$ cat config.mk
export PLATFORM = sky130hd
export DESIGN_NAME = v3fp_sqrt
export DESIGN_NICKNAME = d
export VERILOG_FILES = /design/src/hw/rtl/v3fp_pkg.sv /design/src/hw/rtl/v3fp_sqrt.sv
export SDC_FILE = /design/constraint.sdc
export NUM_CORES = 2
export LEC_CHECK = 0
export BUFFER_PORTS_ARGS = -buffer_cell sky130_fd_sc_hd__buf_4
export CORE_UTILIZATION = 57
export CTS_CLUSTER_SIZE = 10
export DETAILED_ROUTE_END_ITERATION = 8
export PLACE_DENSITY = 0.79
export SLEW_MARGIN = 10
export SYNTH_ARGS = -nofsm -noshare
export SYNTH_HDL_FRONTEND = slang
export SYNTH_MEMORY_MAX_BITS = 65536
export SYNTH_SLANG_ARGS = --single-unit
$ cat constraint.sdc
create_clock -name clk -period 4.46 [get_ports clk]
set_clock_uncertainty 0.05 [all_clocks]
set_input_delay 0.669 -clock clk [delete_from_list [all_inputs] [get_ports clk]]
set_output_delay 0.669 -clock clk [all_outputs]
set_load 0.005 [all_outputs]
$ cat src/hw/rtl/v3fp_pkg.sv
package v3fp_pkg;

  typedef enum logic [2:0] {
    FN_ADD  = 3'd0,
    FN_SUB  = 3'd1,
    FN_DOT  = 3'd2,
    FN_LEN  = 3'd3,
    FN_NORM = 3'd4,
    FN_LERP = 3'd5
  } func_t;

  // early results that travel alongside the root and divide pipelines
  typedef struct packed {
    func_t            op;
    logic [2:0][31:0] a;
    logic [2:0][31:0] vec;
    logic [31:0]      scal;
    logic             flag;
  } pkt_t;

  typedef struct packed {
    logic [2:0][31:0] vec;
    logic [31:0]      scal;
    logic             flag;
  } res_t;

  // clamp to a signed wbits-wide word, return {clamped, low 32 bits}
  function automatic logic [32:0] sat_word(logic signed [71:0] v, int unsigned wbits);
    logic signed [71:0] hi;
    logic signed [71:0] lo;
    logic [32:0]        r;
    hi = (72'sd1 <<< (wbits - 1)) - 72'sd1;
    lo = -hi - 72'sd1;
    if (v > hi) begin
      r = {1'b1, hi[31:0]};
    end else if (v < lo) begin
      r = {1'b1, lo[31:0]};
    end else begin
      r = {1'b0, v[31:0]};
    end
    return r;
  endfunction

endpackage

$ cat src/hw/rtl/v3fp_sqrt.sv
module v3fp_sqrt import v3fp_pkg::*; #(
  parameter int TAG_W = 8
) (
  input  logic             clk,
  input  logic             rst_n,
  input  logic             en,
  input  logic             v_i,
  input  logic [63:0]      rad_i,
  input  logic [TAG_W-1:0] tag_i,
  output logic             v_o,
  output logic [31:0]      root_o,
  output logic [TAG_W-1:0] tag_o
);

  localparam int ST = 32;

  logic [63:0]      rad_r  [ST];
  logic [33:0]      rem_r  [ST];
  logic [31:0]      root_r [ST];
  logic [TAG_W-1:0] tag_r  [ST];
  logic [63:0]      rad_nxt  [ST];
  logic [33:0]      rem_nxt  [ST];
  logic [31:0]      root_nxt [ST];
  logic [TAG_W-1:0] tag_nxt  [ST];
  logic [ST-1:0]    v_r;

  // one result bit per stage, two radicand bits consumed per stage
  always_comb begin
    logic [63:0]      rad_p;
    logic [33:0]      rem_p;
    logic [31:0]      root_p;
    logic [TAG_W-1:0] tag_p;
    logic [35:0]      sh, trial, diff;
    logic             ge;
    for (int s = 0; s < ST; s++) begin
      if (s == 0) begin
        rad_p  = rad_i;
        rem_p  = '0;
        root_p = '0;
        tag_p  = tag_i;
      end else begin
        rad_p  = rad_r[s-1];
        rem_p  = rem_r[s-1];
        root_p = root_r[s-1];
        tag_p  = tag_r[s-1];
      end
      sh          = {rem_p, rad_p[63:62]};
      trial       = {2'b00, root_p, 2'b01};
      diff        = sh - trial;
      ge          = (sh >= trial);
      rad_nxt[s]  = {rad_p[61:0], 2'b00};
      rem_nxt[s]  = ge ? diff[33:0] : sh[33:0];
      root_nxt[s] = {root_p[30:0], ge};
      tag_nxt[s]  = tag_p;
    end
  end

  always_ff @(posedge clk) begin
    if (!rst_n) begin
      v_r <= '0;
    end else if (en) begin
      v_r <= {v_r[ST-2:0], v_i};
    end
  end

  always_ff @(posedge clk) begin
    if (en) begin
      for (int s = 0; s < ST; s++) begin
        rad_r[s]  <= rad_nxt[s];
        rem_r[s]  <= rem_nxt[s];
        root_r[s] <= root_nxt[s];
        tag_r[s]  <= tag_nxt[s];
      end
    end
  end

  assign v_o    = v_r[ST-1];
  assign root_o = root_r[ST-1];
  assign tag_o  = tag_r[ST-1];

endmodule

# == Yosys cells after proc, flatten, opt, wreduce, memory -nomap -nowiden ==
# Memories as Yosys holds them, arrays and structs flattened.
# Index checks and enable logic that the tools add are counted.
# word_totals
register_bits,32
mem_bits_rw,4352
output_inout_bits,41
memories,4
# classes
addsub,32
magnitude_cmp,32
muxes,34
# mem_list
memory,words,word_bits,rd,rd_clocked_by_memory_dff,write_ports,line_no,source
rad_r,32,62,31,0,32,v3fp_sqrt.sv:17,logic [63:0] rad_r [ST];
rem_r,32,34,31,0,32,v3fp_sqrt.sv:18,logic [33:0] rem_r [ST];
root_r,32,32,32,0,32,v3fp_sqrt.sv:19,logic [31:0] root_r [ST];
tag_r,32,8,32,0,32,v3fp_sqrt.sv:20,logic [TAG_W-1:0] tag_r [ST];
# op_table
op,n
36-bit by 34-bit >= comparator with 1-bit output,31
34-bit two-way mux,32
34-bit subtractor,31
2-bit by 1-bit subtractor with 3-bit output (second input constant),1
2-bit by 1-bit >= comparator with 1-bit output (second input constant),1
1-bit two-way mux,2

# == Longest topological paths before layout ==
# An unclocked memory read counts as a cell.
# depth
word_depth,3
ltp_mapped,15
depth_no_buf,12

# == Least setup slack after synthesis ==
# No wires, ideal clock.
# synth_path
path_kind,reg2reg
from,mem rem_r[12][21] (netlist: rem_r[0][429])
to,mem rem_r[13][24] (netlist: rem_r[0][466]) (data pin)
setup_time_ps,266
arrival_ps,3008
setup_slack_ps,1136
path_stages_with_launch,10
path_buffers,0
synth_period_minus_slack_ps,3324
cell_sequence,edfxtp_1 -> or3_1 -> or3_1 -> or3_1 -> or3_1 -> or4_4 -> or3_4 -> nand4_4 -> nor3_1 -> xor2_1
# synth_rtl
element,line_no
"start, declared",v3fp_sqrt.sv:18

==> reports/results.ini <==
[logic_synthesis]
seq_area_frac_synth = 0.665
syn_avg_cell_area_um2 = 13.3
synth_top_area_share = 0.660
synth-edff-count = 2779
synthArstFlopShare = 0
ys_top_cells_by_area = edfxtp_1, ha_1, xor2_1
syn_nets = 10100
ys_top_cells_by_count = edfxtp_1, inv_1, a21oi_1
yosysWarningCount = 0
ys_ff_latch = 2811
yosys.cell_types.count = 90
syn_area_um2 = 126000
synthCells = 9490
ys.flop_type = edfxtp_1
synth.most_common_cell = edfxtp_1
yosys.area.top_type = edfxtp_1

[worst_setup_path]
cp-end-kind = flop
required_ps = 5030
path_class = flop to flop
crit_fanout = 5
r2r_start = root_r[1][320]
path_cells = inv_1 > ha_1 > nor2b_1 > o311ai_0 > a211oi_1 > o21ai_0 > a21oi_1 > a2111oi_0 > nor2_1 > a2111oi_0 > xor2_1
crit_path_frequent_cell = a2111oi_0
ff2ff_path_depth = 11
reg2reg_to = rem_r[1][404]
critPathSlowestCell = o311ai_0
reg2reg_slack_ps = 440
cp.arrival_ps = 4590
cpPeakStageDelay_ps = 640
start_kind = flop

[cts]
cts-root-buf = clkbuf_16
cts_buffers = 338
cts.htree.levels = 5
cts.clk_slew.worst_paths_ps = 50
clock_path_buffers = 4
cts_resized = 0
cts_sinks = 2811
cts_tree = yes
clock_latency_ps = 930

[timing]
worstMarginPinSlew_ps = 1040
maxSlewHeadroom = 0.303
finalCritPeriodShare = 0.902
drv_slew = 0
period_minus_slack_ps = 4020
grt_setup_unrepaired = no
max_freq_ghz = 0.248
finalSetupViolCount = 0
tns_ps = 0
hold_violations = 0

[pwr]
clkPwrFrac = 0.322
switchingPower_mw = 19.8
cellPowerDensity_nw_per_um2 = 513
p_leak_nw = 53.7
power_frac_seq = 0.486
comb_power_share = 0.192
p_int_mw = 52.6
switching_share = 0.274
peakVddDrop_mv = 0.431

[layout]
stdcell_area_um2 = 141000
seq_area_um2 = 84100
multi_input_area_um2 = 38900
layout.nets = 10600
layout-drive-gt1-share = 0.0719
syn2layout_area_growth_pct = 11.7
fin_util = 0.642
antennaDiodeCount = 0
final.fill_count = 15900

[global_route]
grt_pass1_vias = 75600
antenna_found_initial = 1
gr-total-overflow = 0
grt_use_total = 0.222
grt_start_max_net_pins = 137
grt_pass1_wl_um = 399000

[detailed_routing]
wire_per_inst_um = 19.3
via_per_inst = 5.78
drt-total-wl_um = 251000
initialDrtViolationCount = 5786
drtPass1Iterations = 6
drc = 0
ant_nets = 0
num_vias = 75100

[min_path]
hp-class = primary input to flop
min_to = v_r[3]
worstHoldStart = rst_n
holdPathStages = 2

[outcome]
outcome = completed

[die]
die_h_um = 473
num_rows = 172
dieArea_um2 = 224000
start_util = 0.575
core_um2 = 220000
ios = 117
dieWidth_um = 473

[place]
gp_congestion = 0.928
place_area_um2 = 131000
hpwlAfterDp_um = 173000
io_buffers = 116

[flow_run]
maxCapViolCount = 0

-- cell families (layout without fill, tap and decap cells) --
group                    count (synthesis)  after routing  synth area share
AND/OR/NAND/NOR                       2418           2418            0.0957
flip-flops                            2811           2811             0.665
other                                    1              1         0.0000297
AO/OA/AOI/OAI                         1848           1848            0.0900
multiplexers                            92             92           0.00781
buffers and inverters                  924           1454            0.0276
adder cells (fa/ha/maj)                562            562            0.0556
XOR/XNOR                               834            834            0.0578
-- metrics by stage --
step / total power [mW] / hold slack, ps / setup WS [ps] / std cells
2_1_floorplan: 44.7 / 350 / 1140 / 9490
3_3_place_gp: 48.9 / 350 / 626 / 12500
5_1_grt: 75.7 / 44.5 / 100 / 13000
6_report: 72.4 / 79.9 / 435 / 13000
3_5_place_dp: 49.3 / 355 / 532 / 12500
4_1_cts: 72.9 / 7.90 / 485 / 13000
-- what timing repair did --
item / 4_1_cts / 5_1_grt
hold buffers: 74 / 0
endpoints found under the hold margin: 74 / 0
setup buffers: 0 / 0
-- layout by cell type (no fill, tap or decap), types with 32 or more instances in the layout --
| cell | netlist | layout |
|---|---|---|
| and2_1 | 39 | 39 |
| nor2_1 | 568 | 568 |
| ha_1 | 562 | 562 |
| or4_1 | 47 | 47 |
| a31oi_1 | 54 | 52 |
| nor2b_1 | 113 | 113 |
| o21a_1 | 91 | 91 |
| nor4_1 | 139 | 139 |
| clkbuf_16 | 0 | 342 |
| dfxtp_1 | 32 | 32 |
| nand4_1 | 88 | 88 |
| o31ai_1 | 75 | 75 |
| xor2_1 | 423 | 423 |
| and3_1 | 49 | 49 |
| edfxtp_1 | 2779 | 2779 |
| mux2_2 | 49 | 49 |
| nand2_1 | 581 | 581 |
| o21ai_0 | 456 | 456 |
| a211oi_1 | 49 | 46 |
| inv_1 | 733 | 733 |
| buf_4 | 2 | 199 |
| or2_2 | 43 | 43 |
| mux2i_1 | 39 | 39 |
| nand3b_1 | 32 | 32 |
| clkbuf_1 | 153 | 42 |
| nand3_1 | 166 | 166 |
| xnor2_1 | 411 | 411 |
| or3_1 | 84 | 84 |
| nor3_1 | 249 | 248 |
| o21bai_1 | 55 | 55 |
| a21o_1 | 227 | 227 |
| nand2b_1 | 115 | 115 |
| dlygate4sd3_1 | 0 | 74 |
| a21oi_1 | 601 | 601 |
-- worst max-delay path: cells and delay by family, from the launching register on --
| family | cells | cell delay (ps) |
|---|---|---|
| simple gates | 2 | 310 |
| xor+xnor | 1 | 130 |
| compound gates | 6 | 2510 |
| buf+inv | 1 | 50 |
| flops | 1 | 350 |
| fa+ha+maj | 1 | 340 |
-- sequential cells by signal, indices dropped and copies added, names as in the netlist --
| register | flops |
|---|---|
| root_r | 528 |
| rad_r | 992 |
| v_r | 32 |
| rem_r | 1003 |
| tag_r | 256 |
-- worst max path at each step --
| stage | startpoint | end | slack, ps | depth (start not counted) |
|---|---|---|---|---|
| finish | root_r[1][320] | rem_r[1][404] | 440 | 11 |
| global route | root_r[1][320] | rem_r[1][404] | 100 | 11 |
| CTS | rem_r[0][212] | rem_r[0][261] | 490 | 9 |
| detailed placement | root_r[1][320] | rem_r[1][407] | 530 | 13 |
| global placement | root_r[1][304] | rem_r[1][372] | 630 | 12 |
| floorplan | rem_r[0][429] | rem_r[0][466] | 1140 | 9 |
-- layout make-up --
type / count / share of cell area
clock buffers: 386 / 0.0619
clock inverters: 30 / 0.00177
inverters: 738 / 0.0196
multi-input cells: 5755 / 0.275
flip-flops and latches: 2811 / 0.596
well taps: 2958 / 0.0262
repair buffers: 300 / 0.0197
-- power by group through the flow --
| stage | clock network [mW] | registers (mW) | logic, mW |
|---|---|---|---|
| after CTS | 23.9 | 35.2 | 13.8 |
| after detailed placement | 0 | 35.7 | 13.6 |
| final | 23.3 | 35.2 | 13.9 |
| after global placement | 0 | 35.6 | 13.3 |
| after global routing | 24.9 | 35.4 | 15.4 |
| after floorplan | 0 | 34.7 | 10.1 |
-- metal layers --
layer | global-route usage | part of all wire | routed length [um]
met1 | 0.279 | 0.42 | 105000
met2 | 0.390 | 0.51 | 127000
met5 | 0 | 0 | 0
met4 | 0.0885 | 0.039 | 9750
met3 | 0.0292 | 0.039 | 9670
Power figures use the tool's default switching activity.
